File: src/rtl/tts_pkg.sv
`default_nettype none

package tts_pkg;

   localparam int unsigned CHAR_W  = 8;
   localparam int unsigned DIGIT_W = 4;
   localparam int unsigned POS_W   = 4;
   localparam int unsigned FIELD_W = 6;
   localparam int unsigned HUND_W  = 7;

   // result queue depth is two: output register plus skid entry
   localparam int unsigned QCNT_W  = 2;
   localparam logic [QCNT_W-1:0] QCNT_EMPTY = 2'd0;
   localparam logic [QCNT_W-1:0] QCNT_ONE   = 2'd1;
   localparam logic [QCNT_W-1:0] QCNT_FULL  = 2'd2;

   localparam logic [CHAR_W-1:0] CHAR_COLON = 8'h3A;
   localparam logic [CHAR_W-1:0] CHAR_DOT   = 8'h2E;
   localparam logic [CHAR_W-1:0] CHAR_ZERO  = 8'h30;
   localparam logic [CHAR_W-1:0] CHAR_FIVE  = 8'h35;
   localparam logic [CHAR_W-1:0] CHAR_NINE  = 8'h39;

   // match positions within HH:MM:SS.cc
   localparam logic [POS_W-1:0] POS_HOUR_TENS = 4'd0;
   localparam logic [POS_W-1:0] POS_HOUR_ONES = 4'd1;
   localparam logic [POS_W-1:0] POS_COLON_1   = 4'd2;
   localparam logic [POS_W-1:0] POS_MIN_TENS  = 4'd3;
   localparam logic [POS_W-1:0] POS_MIN_ONES  = 4'd4;
   localparam logic [POS_W-1:0] POS_COLON_2   = 4'd5;
   localparam logic [POS_W-1:0] POS_SEC_TENS  = 4'd6;
   localparam logic [POS_W-1:0] POS_SEC_ONES  = 4'd7;
   localparam logic [POS_W-1:0] POS_DOT       = 4'd8;
   localparam logic [POS_W-1:0] POS_HUND_TENS = 4'd9;
   localparam logic [POS_W-1:0] POS_HUND_ONES = 4'd10;

   typedef struct packed {
      logic [FIELD_W-1:0] hours;
      logic [FIELD_W-1:0] minutes;
      logic [FIELD_W-1:0] seconds;
      logic [HUND_W-1:0]  hundredths;
   } rsp_item_type;

   function automatic logic is_digit(input logic [CHAR_W-1:0] c);
      return (c >= CHAR_ZERO) && (c <= CHAR_NINE);
   endfunction

   function automatic logic is_low_digit(input logic [CHAR_W-1:0] c);
      return (c >= CHAR_ZERO) && (c <= CHAR_FIVE);
   endfunction

   // tens * 10 + ones, at most 99
   function automatic logic [HUND_W-1:0] tens_plus_ones(input logic [DIGIT_W-1:0] tens,
                                                      input logic [DIGIT_W-1:0] ones);
      logic [HUND_W-1:0] t;
      t = {3'b000, tens};
      return (t << 3) + (t << 1) + {3'b000, ones};
   endfunction

endpackage

`default_nettype wire

File: src/rtl/timestamp_text_scanner.sv
`default_nettype none

// Scans a text byte stream for timestamps of the exact form HH:MM:SS.cc and
// returns hours, minutes, seconds and hundredths for every complete match.
// One byte is taken per cycle while req_ready is high: the match position and
// the digits collected so far live in registers that update on every input
// transfer; the decode between them is a few compares and small adds. A byte
// that does not fit the current position is dropped and matching restarts
// with the next byte; a byte flagged end_of_text is matched normally and then
// clears any partial match. Results leave through a two-entry queue (output
// register plus skid entry), so req_ready drops only when both entries hold
// results that the consumer has not yet taken. A result appears on rsp_ at
// the earliest the cycle after the byte that completed it, later only when
// older results are still waiting for the consumer.
module timestamp_text_scanner (
   input  wire logic                         clock,
   input  wire logic                         reset,
   input  wire logic                         req_valid,
   output logic                              req_ready,
   input  wire logic [tts_pkg::CHAR_W-1:0]   req_char_byte,
   input  wire logic                         req_end_of_text,
   output logic                              rsp_valid,
   input  wire logic                         rsp_ready,
   output logic [tts_pkg::FIELD_W-1:0]       rsp_hours,
   output logic [tts_pkg::FIELD_W-1:0]       rsp_minutes,
   output logic [tts_pkg::FIELD_W-1:0]       rsp_seconds,
   output logic [tts_pkg::HUND_W-1:0]        rsp_hundredths
);

   // match state
   logic [tts_pkg::POS_W-1:0]   pos_ff, pos_in;
   logic [tts_pkg::FIELD_W-1:0] hours_ff, hours_in;
   logic [tts_pkg::FIELD_W-1:0] minutes_ff, minutes_in;
   logic [tts_pkg::FIELD_W-1:0] seconds_ff, seconds_in;
   logic [tts_pkg::DIGIT_W-1:0] hund_tens_ff, hund_tens_in;

   // result queue
   logic [tts_pkg::QCNT_W-1:0]  count_ff, count_in;
   tts_pkg::rsp_item_type       head_ff, head_in;
   tts_pkg::rsp_item_type       skid_ff, skid_in;

   logic                        accept;
   logic                        pop;
   logic                        push;
   logic                        fits;
   logic [tts_pkg::CHAR_W-1:0]  diff;
   logic [tts_pkg::DIGIT_W-1:0] digit;
   logic [tts_pkg::HUND_W-1:0]  combined;
   logic [tts_pkg::HUND_W-1:0]  hund_full;
   tts_pkg::rsp_item_type       new_item;

   assign req_ready = (count_ff != tts_pkg::QCNT_FULL);
   assign accept    = req_valid && req_ready;
   assign rsp_valid = (count_ff != tts_pkg::QCNT_EMPTY);
   assign pop       = rsp_valid && rsp_ready;

   // digit value of the byte; only meaningful once the range check passes
   assign diff  = req_char_byte - tts_pkg::CHAR_ZERO;
   assign digit = diff[tts_pkg::DIGIT_W-1:0];

   // ones digit joined to the tens digit held for the current field
   always_comb begin
      case (pos_ff)
         tts_pkg::POS_HOUR_ONES: combined = tts_pkg::tens_plus_ones(
                                    hours_ff[tts_pkg::DIGIT_W-1:0], digit);
         tts_pkg::POS_MIN_ONES:  combined = tts_pkg::tens_plus_ones(
                                    minutes_ff[tts_pkg::DIGIT_W-1:0], digit);
         default:                combined = tts_pkg::tens_plus_ones(
                                    seconds_ff[tts_pkg::DIGIT_W-1:0], digit);
      endcase
   end

   assign hund_full = tts_pkg::tens_plus_ones(hund_tens_ff, digit);

   // per-position character check and state update
   always_comb begin
      hours_in     = hours_ff;
      minutes_in   = minutes_ff;
      seconds_in   = seconds_ff;
      hund_tens_in = hund_tens_ff;
      fits         = 1'b0;
      case (pos_ff)
         tts_pkg::POS_HOUR_TENS: begin
            fits     = tts_pkg::is_low_digit(req_char_byte);
            hours_in = {2'b00, digit};
         end
         tts_pkg::POS_HOUR_ONES: begin
            fits     = tts_pkg::is_digit(req_char_byte);
            hours_in = combined[tts_pkg::FIELD_W-1:0];
         end
         tts_pkg::POS_COLON_1: fits = (req_char_byte == tts_pkg::CHAR_COLON);
         tts_pkg::POS_MIN_TENS: begin
            fits       = tts_pkg::is_low_digit(req_char_byte);
            minutes_in = {2'b00, digit};
         end
         tts_pkg::POS_MIN_ONES: begin
            fits       = tts_pkg::is_digit(req_char_byte);
            minutes_in = combined[tts_pkg::FIELD_W-1:0];
         end
         tts_pkg::POS_COLON_2: fits = (req_char_byte == tts_pkg::CHAR_COLON);
         tts_pkg::POS_SEC_TENS: begin
            fits       = tts_pkg::is_low_digit(req_char_byte);
            seconds_in = {2'b00, digit};
         end
         tts_pkg::POS_SEC_ONES: begin
            fits       = tts_pkg::is_digit(req_char_byte);
            seconds_in = combined[tts_pkg::FIELD_W-1:0];
         end
         tts_pkg::POS_DOT: fits = (req_char_byte == tts_pkg::CHAR_DOT);
         tts_pkg::POS_HUND_TENS: begin
            fits         = tts_pkg::is_digit(req_char_byte);
            hund_tens_in = digit;
         end
         tts_pkg::POS_HUND_ONES: fits = tts_pkg::is_digit(req_char_byte);
         default: fits = 1'b0;
      endcase

      // a mismatch keeps the held digits; they are rewritten before next use
      if (!fits) begin
         hours_in     = hours_ff;
         minutes_in   = minutes_ff;
         seconds_in   = seconds_ff;
         hund_tens_in = hund_tens_ff;
         pos_in       = tts_pkg::POS_HOUR_TENS;
      end else if (pos_ff == tts_pkg::POS_HUND_ONES) begin
         pos_in = tts_pkg::POS_HOUR_TENS;
      end else begin
         pos_in = pos_ff + 4'd1;
      end

      // last byte of the text drops any partial match
      if (req_end_of_text) begin
         pos_in       = tts_pkg::POS_HOUR_TENS;
         hours_in     = '0;
         minutes_in   = '0;
         seconds_in   = '0;
         hund_tens_in = '0;
      end
   end

   // eleventh matching byte completes a timestamp
   assign push = accept && fits && (pos_ff == tts_pkg::POS_HUND_ONES);

   assign new_item.hours      = hours_ff;
   assign new_item.minutes    = minutes_ff;
   assign new_item.seconds    = seconds_ff;
   assign new_item.hundredths = hund_full;

   // two-entry result queue: head drives the rsp_ ports, skid catches a
   // result produced while the head is stalled
   always_comb begin
      count_in = count_ff;
      head_in  = head_ff;
      skid_in  = skid_ff;
      case (count_ff)
         tts_pkg::QCNT_EMPTY: begin
            if (push) begin
               head_in  = new_item;
               count_in = tts_pkg::QCNT_ONE;
            end
         end
         tts_pkg::QCNT_ONE: begin
            if (push && pop) begin
               head_in = new_item;
            end else if (push) begin
               skid_in  = new_item;
               count_in = tts_pkg::QCNT_FULL;
            end else if (pop) begin
               count_in = tts_pkg::QCNT_EMPTY;
            end
         end
         tts_pkg::QCNT_FULL: begin
            // no transfer in while full
            if (pop) begin
               head_in  = skid_ff;
               count_in = tts_pkg::QCNT_ONE;
            end
         end
         default: count_in = tts_pkg::QCNT_EMPTY;
      endcase
   end

   always_ff @(posedge clock) begin
      if (reset) begin
         pos_ff       <= tts_pkg::POS_HOUR_TENS;
         hours_ff     <= '0;
         minutes_ff   <= '0;
         seconds_ff   <= '0;
         hund_tens_ff <= '0;
         count_ff     <= tts_pkg::QCNT_EMPTY;
      end else begin
         if (accept) begin
            pos_ff       <= pos_in;
            hours_ff     <= hours_in;
            minutes_ff   <= minutes_in;
            seconds_ff   <= seconds_in;
            hund_tens_ff <= hund_tens_in;
         end
         count_ff <= count_in;
      end
   end

   // result payload needs no reset
   always_ff @(posedge clock) begin
      head_ff <= head_in;
      skid_ff <= skid_in;
   end

   assign rsp_hours      = head_ff.hours;
   assign rsp_minutes    = head_ff.minutes;
   assign rsp_seconds    = head_ff.seconds;
   assign rsp_hundredths = head_ff.hundredths;

   // position never passes the last character of a timestamp
   a_pos_range: assert property (@(posedge clock) disable iff (reset)
      pos_ff <= tts_pkg::POS_HUND_ONES)
      else $error("match position out of range");

   // queue never holds more than two results
   a_count_range: assert property (@(posedge clock) disable iff (reset)
      count_ff <= tts_pkg::QCNT_FULL)
      else $error("result queue count out of range");

   // last byte always leaves the scanner at the start of a match
   a_last_clears: assert property (@(posedge clock) disable iff (reset)
      accept && req_end_of_text |=> pos_ff == tts_pkg::POS_HOUR_TENS)
      else $error("partial match survived last byte");

   // a completed timestamp without a pop grows the queue by one
   a_push_counts: assert property (@(posedge clock) disable iff (reset)
      push && !pop |=> count_ff == $past(count_ff) + 2'd1)
      else $error("completed timestamp lost");

   // completing a match sends the position back to the start
   a_done_restarts: assert property (@(posedge clock) disable iff (reset)
      push |=> pos_ff == tts_pkg::POS_HOUR_TENS)
      else $error("position not restarted after match");

endmodule

`default_nettype wire

File: config.mk
export PLATFORM = sky130hd
export DESIGN_NAME = timestamp_text_scanner
export DESIGN_NICKNAME = d
export VERILOG_FILES = /design/src/rtl/tts_pkg.sv /design/src/rtl/timestamp_text_scanner.sv
export SDC_FILE = /design/constraint.sdc
export NUM_CORES = 1
export LEC_CHECK = 0
export ABC_AREA = 1
export BUFFER_PORTS_ARGS = -buffer_cell sky130_fd_sc_hd__buf_2
export CORE_MARGIN = 2
export CORE_UTILIZATION = 46
export CTS_CLUSTER_SIZE = 25
export DETAILED_ROUTE_END_ITERATION = 7
export PLACE_DENSITY = 0.65
export REMOVE_ABC_BUFFERS = 1
export SLEW_MARGIN = 20
export SYNTH_ARGS = -nofsm -noshare
export SYNTH_HDL_FRONTEND = slang
export SYNTH_SLANG_ARGS = --single-unit
File: constraint.sdc
create_clock -name clock -period 3.1 [get_ports clock]
set_input_delay 0.155 -clock clock [delete_from_list [all_inputs] [get_ports clock]]
set_output_delay 0.155 -clock clock [all_outputs]
set_load 0.01 [all_outputs]
### Word-level counts from Yosys, hierarchy flattened

Index checks and enable logic that the tools add are counted.

* register bits: 78
* bits of input ports: 13
* output and inout bits: 27
* logic and storage cells: 101

* add/subtract/negate cells: 10
* order comparisons: 3
* eq/ne operators: 20
* muxes and demuxes: 27
* bitwise logic cells: 1
* reduce and logical (&&, ||, !) cells: 26

Operators by type and width (number)
* two-way mux 25 bit: 3
* one-hot mux 25 bit (3 select lines): 1
* one-hot mux 6 bit (2 select lines): 4
* two-way mux 6 bit: 6
* two-way mux 4 bit: 6
* adder 6 x 4 -> 6 bit: 3
* adder 6 x 5 -> 6 bit: 3
* equality test 4 x 3 -> 1 bit (second input constant): 4
* equality test 8 x 6 -> 1 bit (second input constant): 2
* less-or-equal comparator 8 x 6 -> 1 bit (second input constant): 2
* AND reduction 3 bit: 5
* equality test 4 bit (second input constant): 3
* nonzero test 3 bit: 4
* two-way mux 2 bit: 5
* != test 2 bit (second input constant): 5
* equality test 4 x 2 -> 1 bit (second input constant): 2
* >= comparator 8 x 6 -> 1 bit (second input constant): 1
* AND reduction 4 bit: 2
* adder 7 x 4 -> 7 bit: 1
* adder 7 x 5 -> 7 bit: 1
* logical AND 1 bit: 7
* one-hot mux 2 bit (3 select lines): 1
* nonzero test 2 bit: 3
* OR reduction 5 bit: 1
* 12 further kinds: 12

### Longest topological paths before layout

Gate-level depths: netlist of the first run.

* depth in word-level cells: 8
* depth in mapped cells: 14
* depth with buffers taken out: 14

### Least setup slack after synthesis of the first run

No wires, ideal clock.

* path kind: reg-to-reg
* start: register pos_ff[2] in the netlist's numbering
* end: register head_ff (netlist bit rsp_hours[0]) (enable)
* setup time: 384 ps
* arrival: 1907 ps
* required time: 2716 ps
* path slack: 809 ps
* cell stages (with the launch flop): 12
* buffers on the path: 0
* period minus slack after synthesis: 2291 ps
* path through: dfxtp_1 -> inv_2 -> nor2_2 -> nand2_1 -> nand2_1 -> nor2_1 -> nand2_1 -> nand2_2 -> nand2_2 -> nand3_1 -> nand2_1 -> and3_1

* cells in the longest elaborated chain, start to end: 8
* elaborated cells on any way between the ends: 21
* classes of those cells: eq/ne: 12; mux: 1; reduce/logical: 8

Ends and longest elaborated chain
* from (decl): line timestamp_text_scanner.sv:31 `logic [tts_pkg::POS_W-1:0] pos_ff, pos_in;`
* from (signal assigned): line timestamp_text_scanner.sv:185 `pos_ff <= tts_pkg::POS_HOUR_TENS;`
* from (signal assigned): line timestamp_text_scanner.sv:193 `pos_ff <= pos_in;`
* equality test 4 bit, or another cell as far along: line timestamp_text_scanner.sv:82, timestamp_text_scanner.sv:142
* OR reduction 5 bit (no line), or another cell as far along
* one-hot mux 1 bit (4 select lines): line timestamp_text_scanner.sv:82 `case (pos_ff)`
* logical AND 1 bit: line timestamp_text_scanner.sv:142 `assign push = accept && fits && (pos_ff == tts_pkg::POS_HUND_ONES);`
* logical AND 1 bit (*): line timestamp_text_scanner.sv:142
* logical AND 1 bit: line timestamp_text_scanner.sv:163 `if (push && pop) begin`
* != test 2 bit (no line)
* AND reduction 4 bit (no line) (*)
* to (signal assigned): line timestamp_text_scanner.sv:205 `head_ff <= head_in;`
* to (decl): line timestamp_text_scanner.sv:39 `tts_pkg::rsp_item_type head_ff, head_in;`

Mark *: on every way between the ends. The rest lies on a longest branch, timed or not.
A chain may end at the register's enable or synchronous reset.

### Final worst setup path of the first run

* start: register hours_ff[0] in the netlist's numbering
* end: register seconds_ff[3] in the netlist's numbering

* cells in the longest elaborated chain, start to end: 6

Ends and longest elaborated chain
* from (decl): line timestamp_text_scanner.sv:32 `logic [tts_pkg::FIELD_W-1:0] hours_ff, hours_in;`
* from (signal assigned): line timestamp_text_scanner.sv:194 `hours_ff <= hours_in;`
* adder 6 x 5 -> 6 bit: line tts_pkg.sv:56 `return (t << 3) + (t << 1) + {3'b000, ones};`
* adder 6 x 4 -> 6 bit: line tts_pkg.sv:56
* one-hot mux 6 bit (2 select lines): line timestamp_text_scanner.sv:63 `case (pos_ff)`
* one-hot mux 6 bit (2 select lines): line timestamp_text_scanner.sv:82
* two-way mux 6 bit: line timestamp_text_scanner.sv:119 `if (!fits) begin`
* two-way mux 6 bit: line timestamp_text_scanner.sv:132 `if (req_end_of_text) begin`
* to (signal assigned): line timestamp_text_scanner.sv:196 `seconds_ff <= seconds_in;`
* to (decl): line timestamp_text_scanner.sv:34 `logic [tts_pkg::FIELD_W-1:0] seconds_ff, seconds_in;`

No other way between the ends. The select of a mux whose other input is x is not followed.

==> results of run 1 <==
-- registers in the layout (all words and copies together), names as in the netlist, 6 cells and up --
signal / flops
rsp_seconds: 6
hours_ff: 6
skid_ff: 25
minutes_ff: 6
rsp_hours: 6
seconds_ff: 6
rsp_minutes: 6
rsp_hundredths: 7
-- power by group --
part | total, mW | internal (mW) | switching (mW)
clock network | 0.768 | 0.371 | 0.397
registers | 1.13 | 1.12 | 0.0147
logic | 0.217 | 0.0818 | 0.135
total | 2.12 | 1.57 | 0.547
-- routing by layer --
layer  GRT usage (%)  vias to the layer above  share of wire, %
li1                -                     1698                 -
met2            33.9                       77                47
met4            7.38                        0               1.7
met1            25.4                     1488                46
met3            3.94                       18               5.5
met5               0                        -                 0
-- timing repair --
action / in CTS / in global routing
setup endpoints to repair: 0 / 0
hold buffers: 1 / 0
endpoints found under the hold margin: 1 / 0
-- through the flow --
step           total power, mW  util [%]  hold slack [ps]  cell area [um^2]
4_1_cts                   2.13      53.8              113              4720
2_1_floorplan             1.30         -              224              4170
6_report                  2.12      53.8              127              4720
5_1_grt                   2.21      53.8              147              4720
3_3_place_gp              1.36      51.6              371              4520
3_5_place_dp              1.37      51.6              371              4520
-- worst reg2reg max path, stage by stage (launching register included) --
cell                      delay (ps)
sky130_fd_sc_hd__dfxtp_1         360
sky130_fd_sc_hd__fa_1            550
sky130_fd_sc_hd__inv_1            60
sky130_fd_sc_hd__fa_1            470
sky130_fd_sc_hd__o21ai_0         170
sky130_fd_sc_hd__inv_1            60
sky130_fd_sc_hd__o21ai_1         130
sky130_fd_sc_hd__o21ai_0         160
sky130_fd_sc_hd__nand2_1          90
sky130_fd_sc_hd__nand2_1          50
sky130_fd_sc_hd__nand2_1          60
sky130_fd_sc_hd__nand2_1          50
sky130_fd_sc_hd__nor2_1           90
-- worst min path at each step --
stage / slack [ps] / start / to
detailed placement: 370 / req_char_byte[0] / skid_ff[0]$_DFFE_PP_
floorplan: 220 / reset / count_ff[1]$_SDFFE_PP0P_
CTS: 110 / reset / minutes_ff[4]$_SDFFE_PP0P_
global route: 150 / reset / minutes_ff[4]$_SDFFE_PP0P_
finish: 130 / reset / minutes_ff[4]$_SDFFE_PP0P_
global placement: 370 / req_char_byte[0] / skid_ff[0]$_DFFE_PP_
-- cells in the mapped netlist, drive strengths merged --
cell / n
a21o: 1
edfxtp: 50
inv: 51
and3: 1
xnor2: 2
a21boi: 2
a21oi: 27
a31oi: 1
clkinv: 1
nand3: 32
nand4: 3
fa: 8
o22ai: 1
clkbuf: 8
dfxtp: 28
ha: 25
nand2: 166
xor2: 5
o21ai: 22
o221ai: 1
o211ai: 1
nor3: 1
nor2: 50
o2111ai: 2
-- kinds of logic (layout without fill, tap and decap cells) --
kind of cell	count (synthesis)	count (layout)	share of synthesized area (%)
XOR/XNOR	7	7	1.46
AND/OR/NAND/NOR	253	253	25.2
AO/OA/AOI/OAI	58	58	7.58
flip-flops	78	78	49.2
buffers and inverters	60	111	5.37
adder cells (fa/ha/maj)	33	33	11.3
-- layout make-up --
type,count,area [um^2]
Clock buffer,10,128
Clock inverter,6,61.3
Fill cell,842,4050
Inverter,52,195
Multi-Input combinational cell,351,1910
Sequential cell,78,2060
Tap cell,108,135
Timing Repair Buffer,43,228
==> flow_summary_export.csv, run 1 <==
group,metric,value,unit
drt,detail_route.drc_violations,0,
drt,detail_route.first_pass.iterations,4,
setup_path,timing.critical_path.mode_cell,"sky130_fd_sc_hd__nand2_1",
drt,detail-route-antenna-nets,0,
floorplanning,area_of_the_placeable_core,8760,um^2
synth,postSynthAreaPerCell,8.58,um^2
cts,cts_setup_buffers,0,
placed_design,hpwlAfterDp,6410,um
cts,cts-buffers-inserted,9,
grt,antenna_found_initial,0,
synth,seq_total_area_yosys,49.2,%
synth,postSynthCellCount,489,
cts,total_number_of_h_tree_levels,3,
pwr,powerDensity,449,nW/um^2
cells_and_area,commonest_cells_after_routing_fill_and_taps_aside,"158 x sky130_fd_sc_hd__nand2_1, 50 x sky130_fd_sc_hd__edfxtp_1, 47 x sky130_fd_sc_hd__inv_1, 46 x sky130_fd_sc_hd__nor2_1, 39 x sky130_fd_sc_hd__buf_2",
drt,post_drt_via_cell_ratio,5.06,
sta,max_slew.worst_pin.slew,567,ps
cells_and_area,mostFrequentLayoutCell,"sky130_fd_sc_hd__nand2_1",
setup_path,worst_r2r_endpoint,"seconds_ff[3]$_SDFFE_PP0P_",
setup_path,timing.rr.start,"hours_ff[0]$_SDFFE_PP0P_",
hold_path,hold_path.class,"input port to flip-flop",
grt,largest_net_degree_at_the_start_of_global_routing,37,
cts,cts.path.max_buffers,2,
cts,clkSinkCount,78,
cells_and_area,flow.area_growth_from_synthesis,12.4,%
setup_path,critical-path-top-delay-family,"adder cells",
cts,worstSkewPairLatency,370,ps
pwr,cellLeakagePower,2.19,nW
grt,globalRouteTotalUtil,20.0,%
drt,route.detailed.wl_per_inst,13.9,um
floorplanning,die_height,99.5,um
setup_path,worst-path-max-fanout,4,
cts,cts_tree,"built",
placed_design,io_buffers,39,
cts,clkTransAtPathRegs,90,ps
setup_path,critPathLaunchType,"flip-flop",
sta,sum_of_negative_setup_slack,0,ps
setup_path,critPathRequiredTime,3410,ps
floorplanning,start_util,47.9,%
drt,wirelength,9000,um
setup_path,r2r_setup_slack,730,ps
setup_path,timing.critical_path.arrival,2670,ps
setup_path,cp_slowest_stage_delay,550,ps
synth,netlist-cell-type-count,32,
cells_and_area,drive_gt1_share,13.9,%
synth,synth_top_area_share,35.8,%
sta,rsz0062_at_grt,"false",
synth,synth_top_cell_by_area,"sky130_fd_sc_hd__edfxtp_1",
run_status,result_of_the_run,"complete, no violations",
setup_path,endpoint_class_of_the_critical_path,"flip-flop",
placed_design,placement.setup.worst_slack,748,ps
setup_path,rr_worst_depth,12,
pwr,peakVddDrop,259,uV
setup_path,crit_path_start,"hours_ff[0]$_SDFFE_PP0P_",
setup_path,critPathBufInv,2,
sta,timing.final.max_slew_violations,0,
flow_run,maxCapViolations,0,
setup_path,setup.worst_path.class,"flip-flop to flip-flop",
floorplanning,floorplan.die.width,99.5,um
sta,final_min_period_over_clock_period,76.3,%
hold_path,whs_path_depth,2,
grt,global_route.overflow_total,0,
cts,root_buffer,"sky130_fd_sc_hd__clkbuf_8",
sta,timing.final.crit_period,2370,ps
placed_design,dp.cells,631,
cells_and_area,instances_no_fill,648,
floorplanning,die-area,9900,um^2
sta,hold_viol,0,
cts,cts_repair_resize_count,0,
placed_design,gp_routability_congestion,0.910,
drt,routed-via-count,3281,
sta,achievable-frequency,0.423,GHz
setup_path,timing.critical_path.slowest_stage_cell,"sky130_fd_sc_hd__fa_1",
grt,grt_pass1_vias,3276,
cells_and_area,num-nets-final,581,
floorplanning,fp-row-count,34,
sta,setup_slack,734,ps
sta,slew_headroom,62.0,%
synth,warning_count_from_the_yosys_run,0,
synth,yosys-top-cells-area,"sky130_fd_sc_hd__edfxtp_1 36%, sky130_fd_sc_hd__nand2_1 14%, sky130_fd_sc_hd__dfxtp_1 13%",
sta,final_skew,9.14,ps
grt,grt_pass1_wl,15400,um
setup_path,crit_path_end,"seconds_ff[3]$_SDFFE_PP0P_",
synth,synth-seq-cells,78,
setup_path,path_depth,12,
floorplanning,pin_count,40,
setup_path,path_cells,"fa_1 > inv_1 > fa_1 > o21ai_0 > inv_1 > o21ai_1 > o21ai_0 > nand2_1 > nand2_1 > nand2_1 > nand2_1 > nor2_1",
sta,finalSetupViolCount,0,
cells_and_area,antenna-diode-count,0,
synth,netlist_area,4200,um^2
drt,drt_first_iter_violations,163,
(Power assumes the default switching activity.)
==> run 2, diff against run 1 <==
--- a/config.mk
+++ b/config.mk
@@ -11,7 +11,7 @@
 export CORE_UTILIZATION = 46
 export CTS_CLUSTER_SIZE = 25
 export DETAILED_ROUTE_END_ITERATION = 7
-export PLACE_DENSITY = 0.65
+export PLACE_DENSITY = 0.68
 export REMOVE_ABC_BUFFERS = 1
 export SLEW_MARGIN = 20
 export SYNTH_ARGS = -nofsm -noshare
==> constraint.sdc (replaced) <==
create_clock -name clock -period 2 [get_ports clock]
set_input_delay 0.1 -clock clock [delete_from_list [all_inputs] [get_ports clock]]
set_output_delay 0.1 -clock clock [all_outputs]
set_load 0.01 [all_outputs]
==> run 2 against run 1 <==
  * The run now ends with setup timing left
  * Via count grew 11%
  * Clock skew increased by 1.8 ps
  * Wire length rose by 19%
  * Non-clock buffer count increased by 50
  * Sequential power up 55%
==> flow_summary_export.csv, run 2 (synthesis results as in run 1) <==
group,metric,value,unit
sta,final_skew,10.9,ps
setup_path,critPathBufInv,2,
grt,largest_net_degree_at_the_start_of_global_routing,37,
pwr,peakVddDrop,265,uV
placed_design,io_buffers,39,
cts,clkTransAtPathRegs,90,ps
floorplanning,start_util,47.9,%
cells_and_area,utilization,61.6,%
cts,cts.path.max_buffers,2,
pwr,total_power,3.40,mW
grt,grt_pass1_wl,17400,um
run_status,failed_checks,"setup timing",
pwr,p_comb_share,13.6,%
sta,final_min_period_over_clock_period,109,%
pwr,powerDensity,631,nW/um^2
drt,detail_route.drc_violations,0,
setup_path,critical-path-top-delay-family,"adder cells",
floorplanning,pin_count,40,
pwr,cellInternalPower,2.51,mW
pwr,power.sequential.fraction,51.4,%
hold_path,hold_path.class,"input port to flip-flop",
drt,detail-route-antenna-nets,0,
drt,routed-via-count,3635,
sta,timing.final.crit_period,2180,ps
cells_and_area,flow.area_growth_from_synthesis,28.7,%
pwr,total_switching_power,0.891,mW
sta,setup_slack,-182,ps
grt,antenna_found_initial,0,
floorplanning,area_of_the_placeable_core,8760,um^2
cells_and_area,antenna-diode-count,0,
cts,clkSinkCount,78,
sta,finalSetupViolCount,14,
setup_path,critPathLaunchType,"flip-flop",
cells_and_area,mostFrequentLayoutCell,"sky130_fd_sc_hd__nand2_1",
pwr,cellLeakagePower,2.48,nW
sta,max_slew.worst_pin.slew,607,ps
sta,rsz0062_at_grt,"true",
run_status,result_of_the_run,"finished with violations",
sta,hold_slack,77.0,ps
sta,slew_headroom,59.3,%
cts,worstSkewPairLatency,360,ps
grt,global_route.overflow_total,0,
setup_path,timing.critical_path.slowest_stage_cell,"sky130_fd_sc_hd__fa_1",
floorplanning,fp-row-count,34,
pwr,clock_power_share,34.9,%
drt,drt_first_iter_violations,169,
sta,sum_of_negative_setup_slack,-1100,ps
setup_path,critPathRequiredTime,2250,ps
setup_path,worst-path-max-fanout,2,
floorplanning,die_height,99.5,um
sta,timing.final.max_slew_violations,0,
grt,globalRouteTotalUtil,22.4,%
drt,route.detailed.wl_per_inst,15.3,um
cells_and_area,num-nets-final,631,
drt,post_drt_via_cell_ratio,5.21,
grt,grt_pass1_vias,3612,
cts,cts-buffers-inserted,9,
floorplanning,floorplan.die.width,99.5,um
placed_design,hpwlAfterDp,6910,um
cells_and_area,largest_register_ff_count,25,
cells_and_area,top_register,"skid_ff",
setup_path,path_cells,"fa_1 > inv_1 > fa_2 > o21ai_2 > inv_1 > o21ai_2 > o21ai_1 > nand3_1 > nand2_1 > nor2_1",
flow_run,maxCapViolations,0,
drt,wirelength,10700,um
drt,detail_route.first_pass.iterations,4,
cts,root_buffer,"sky130_fd_sc_hd__clkbuf_8",
cts,cts_tree,"built",
setup_path,endpoint_class_of_the_critical_path,"flip-flop",
setup_path,setup.worst_path.class,"flip-flop to flip-flop",
setup_path,timing.critical_path.arrival,2430,ps
cells_and_area,drive_gt1_share,29.5,%
sta,hold_viol,0,
floorplanning,die-area,9900,um^2
cells_and_area,commonest_cells_after_routing_fill_and_taps_aside,"154 x sky130_fd_sc_hd__nand2_1, 50 x sky130_fd_sc_hd__edfxtp_1, 45 x sky130_fd_sc_hd__inv_1, 45 x sky130_fd_sc_hd__buf_4, 43 x sky130_fd_sc_hd__nor2_1",
cts,total_number_of_h_tree_levels,3,
setup_path,cp_slowest_stage_delay,540,ps
placed_design,gp_routability_congestion,0.910,
sta,achievable-frequency,0.458,GHz
pwr,swShare,26.2,%
==> run 2: cell types whose count changed in the layout (fill, tap and decap cells not counted), sizes merged <==
cell,change
clkbuf,+2
buf,+48
==> run 2: worst register-to-register path, stage by stage, from the launching register on <==
cell and delay, ps:
sky130_fd_sc_hd__dfxtp_2 340, sky130_fd_sc_hd__fa_1 550, sky130_fd_sc_hd__inv_1 80, sky130_fd_sc_hd__fa_2 530, sky130_fd_sc_hd__o21ai_2 50, sky130_fd_sc_hd__inv_1 100, sky130_fd_sc_hd__o21ai_2 80, sky130_fd_sc_hd__o21ai_1 120
sky130_fd_sc_hd__nand3_1 90, sky130_fd_sc_hd__nand2_1 90, sky130_fd_sc_hd__nor2_1 60
==> run 2: area by class of cell <==
type	count	area, um^2
Clock buffer	10	128
Clock inverter	6	61.3
Fill cell	747	3370
Inverter	52	195
Multi-Input combinational cell	351	2090
Sequential cell	78	2080
Tap cell	108	135
Timing Repair Buffer	93	712
==> run 2: through the flow <==
stage	setup WS [ps]	cell area, um^2	cells
after floorplan	-330	4170	481
after global placement	-171	4860	670
after detailed placement	-223	4860	670
after CTS	-87.5	5180	691
after global routing	-264	5400	698
final	-182	5400	698
==> run 2: power groups by stage <==
stage | registers, mW | logic (mW) | clock network (mW)
5_1_grt | 1.75 | 0.521 | 1.26
3_5_place_dp | 1.79 | 0.385 | 0
4_1_cts | 1.75 | 0.409 | 1.20
2_1_floorplan | 1.79 | 0.233 | 0
3_3_place_gp | 1.79 | 0.374 | 0
6_report | 1.75 | 0.464 | 1.19
==> run 2: worst paths after layout <==
kind / start / to / slack [ps] / cells past startpoint
max: hours_ff[0]$_SDFFE_PP0P_ / hours_ff[3]$_SDFFE_PP0P_ / -180 / 10
min: reset / seconds_ff[4]$_SDFFE_PP0P_ / 80 / 2
max reg2reg: hours_ff[0]$_SDFFE_PP0P_ / hours_ff[3]$_SDFFE_PP0P_ / -180 / 10
min reg2reg: hours_ff[5]$_SDFFE_PP0P_ / skid_ff[24]$_DFFE_PP_ / 430 / 0
==> run 2: repair_timing <==
item,in CTS,in global routing
setup endpoints to repair,34,65
resized for setup,26,34
setup buffers,3,5
hold buffers,1,0
gates cloned,1,2
pin swaps,15,23
endpoints found under the hold margin,1,0
==> run 2: layer usage <==
layer	vias to the layer above	routed length [um]	GRT usage, %
li1	1802	-	-
met1	1715	4580	28.7
met2	93	5270	38.1
met3	25	524	4.08
met4	0	314	8.32
met5	-	0	0
==> run 3, diff against run 2 <==
--- a/config.mk
+++ b/config.mk
@@ -7,6 +7,7 @@
 export LEC_CHECK = 0
 export ABC_AREA = 1
 export BUFFER_PORTS_ARGS = -buffer_cell sky130_fd_sc_hd__buf_2
+export CORE_ASPECT_RATIO = 1.5
 export CORE_MARGIN = 2
 export CORE_UTILIZATION = 46
 export CTS_CLUSTER_SIZE = 25
@@ -17,3 +18,4 @@
 export SYNTH_ARGS = -nofsm -noshare
 export SYNTH_HDL_FRONTEND = slang
 export SYNTH_SLANG_ARGS = --single-unit
+export TNS_END_PERCENT = 5
==> run 3 against run 2 <==
  * The flow still finishes with violations (setup timing)
  * Critical path depth is the same
  * Die area grew 0.16%
  * Sequential power is essentially flat
  * Utilization shrank 0.81 points
  * Register-to-register slack gained 40 ps
  * Worst hold slack gained 33 ps
  * Via count shrank 2.9%
  * Highest routed layer unchanged
  * Global-route usage shrank 1.2 points
  * Count of clock-buffer cells in the layout grew 1
  * Wire length shrank 7.7%
  * Worst setup slack gained 37 ps
  * Flip-flop and latch count is the same
==> flow_summary_export.csv, run 3 (synthesis results as in run 1) <==
group,metric,value,unit
cells_and_area,utilization,60.8,%
pwr,cellLeakagePower,2.47,nW
sta,rsz0062_at_grt,"true",
cells_and_area,num-fill-cells,744,
sta,hold_slack,109,ps
drt,drt_first_iter_violations,141,
floorplanning,pin_count,40,
floorplanning,start_util,47.5,%
cells_and_area,top_register,"skid_ff",
floorplanning,die_height,121,um
drt,detail_route.first_pass.iterations,4,
placed_design,gp_routability_congestion,0.964,
hold_path,hold_path.class,"input port to flip-flop",
sta,max_slew.worst_pin.slew,578,ps
setup_path,timing.critical_path.slowest_stage_cell,"sky130_fd_sc_hd__fa_1",
flow_run,maxCapViolations,0,
cells_and_area,flow.area_growth_from_synthesis,27.9,%
setup_path,cp_slowest_stage_delay,530,ps
sta,setup_slack,-145,ps
grt,largest_net_degree_at_the_start_of_global_routing,37,
drt,wirelength,9860,um
floorplanning,fp-row-count,42,
sta,finalSetupViolCount,5,
drt,routed-via-count,3530,
setup_path,endpoint_class_of_the_critical_path,"flip-flop",
cts,clkTransAtPathRegs,60,ps
cts,root_buffer,"sky130_fd_sc_hd__clkbuf_16",
setup_path,critical-path-top-delay-family,"adder cells",
cells_and_area,num-nets-final,623,
sta,hold_viol,0,
floorplanning,area_of_the_placeable_core,8830,um^2
run_status,result_of_the_run,"finished with violations",
sta,final_skew,9.30,ps
placed_design,placed_standard_cell_area,4830,um^2
grt,grt_pass1_wl,15900,um
placed_design,io_buffers,39,
drt,detail_route.drc_violations,0,
cells_and_area,largest_register_ff_count,25,
sta,achievable-frequency,0.466,GHz
cells_and_area,commonest_cells_after_routing_fill_and_taps_aside,"155 x sky130_fd_sc_hd__nand2_1, 50 x sky130_fd_sc_hd__edfxtp_1, 43 x sky130_fd_sc_hd__inv_1, 43 x sky130_fd_sc_hd__nor2_1",
drt,route.detailed.wl_per_inst,14.3,um
setup_path,worst-path-max-fanout,2,
cells_and_area,layout.area.seq,2090,um^2
drt,detail-route-antenna-nets,0,
cells_and_area,antenna-diode-count,0,
setup_path,critPathRequiredTime,2230,ps
cells_and_area,design_area,5370,um^2
drt,post_drt_via_cell_ratio,5.10,
placed_design,hpwlAfterDp,7070,um
pwr,peakVddDrop,466,uV
cells_and_area,mostFrequentLayoutCell,"sky130_fd_sc_hd__nand2_1",
setup_path,setup.worst_path.class,"flip-flop to flip-flop",
setup_path,path_cells,"fa_1 > inv_1 > fa_2 > o21ai_1 > inv_1 > o21ai_2 > o21ai_1 > nand3_1 > nand2_1 > nor2_1",
cts,worstSkewPairLatency,340,ps
cells_and_area,combined_area_of_the_multi_input_logic_cells,2020,um^2
floorplanning,die-area,9920,um^2
grt,globalRouteTotalUtil,21.2,%
cts,cts-buffers-inserted,9,
sta,timing.final.max_slew_violations,0,
sta,slew_headroom,61.2,%
pwr,total_power,3.92,mW
cts,clkSinkCount,78,
grt,global_route.overflow_total,0,
setup_path,r2r_setup_slack,-140,ps
setup_path,timing.critical_path.arrival,2370,ps
sta,timing.final.crit_period,2140,ps
sta,final_min_period_over_clock_period,107,%
setup_path,critPathLaunchType,"flip-flop",
setup_path,critPathBufInv,2,
cells_and_area,drive_gt1_share,27.3,%
grt,grt_pass1_vias,3492,
run_status,failed_checks,"setup timing",
cts,cts_tree,"built",
cts,cts.path.max_buffers,2,
pwr,powerDensity,731,nW/um^2
sta,sum_of_negative_setup_slack,-479,ps
grt,antenna_found_initial,0,
cts,total_number_of_h_tree_levels,3,
floorplanning,floorplan.die.width,82.0,um
run 3: final cells by class:
type,count,share of cell area [%]
clock inverters,5,1.54
inverters,52,3.64
repair buffers,85,11.3
well taps,110,2.56
multi-input cells,351,37.6
flip-flops and latches,78,38.9
clock buffers,11,4.52
run 3: path summary, 6_finish.rpt:
path	startpoint	endpoint	cells after the start
worst max-delay path	hours_ff[2]$_SDFFE_PP0P_	hours_ff[3]$_SDFFE_PP0P_	10
worst min-delay path	reset	pos_ff[2]$_SDFFE_PP0P_	2
worst max register to register	hours_ff[2]$_SDFFE_PP0P_	hours_ff[3]$_SDFFE_PP0P_	10
worst min register to register	hours_ff[5]$_SDFFE_PP0P_	skid_ff[24]$_DFFE_PP_	0
run 3: timing repair:
action,in CTS,in global routing
buffers inserted,3,4
pin swaps,14,11
endpoints found under the hold margin,1,0
hold buffers,1,0
endpoints found under the setup margin,39,71
resized for setup,17,38
run 3: through the flow:
stage	cells	setup WS (ps)
global placement	668	-182
detailed placement	668	-219
floorplan	481	-330
global route	692	-227
CTS	688	-90.5
finish	692	-145
run 3: power breakdown:
group          leakage, nW  switching, mW  internal, mW  total (mW)
Combinational         1.63          0.237         0.180       0.418
Sequential           0.686         0.0189          1.73        1.75
Clock                0.160          0.622          1.13        1.75
Total                 2.47          0.879          3.04        3.92
run 3: routing by layer:
metal,up-vias,routed length [um],global-route usage [%]
met5,-,0,0
met4,0,479,13.3
met3,38,391,4.39
met2,102,5300,36.0
met1,1606,3690,23.6
li1,1784,-,-
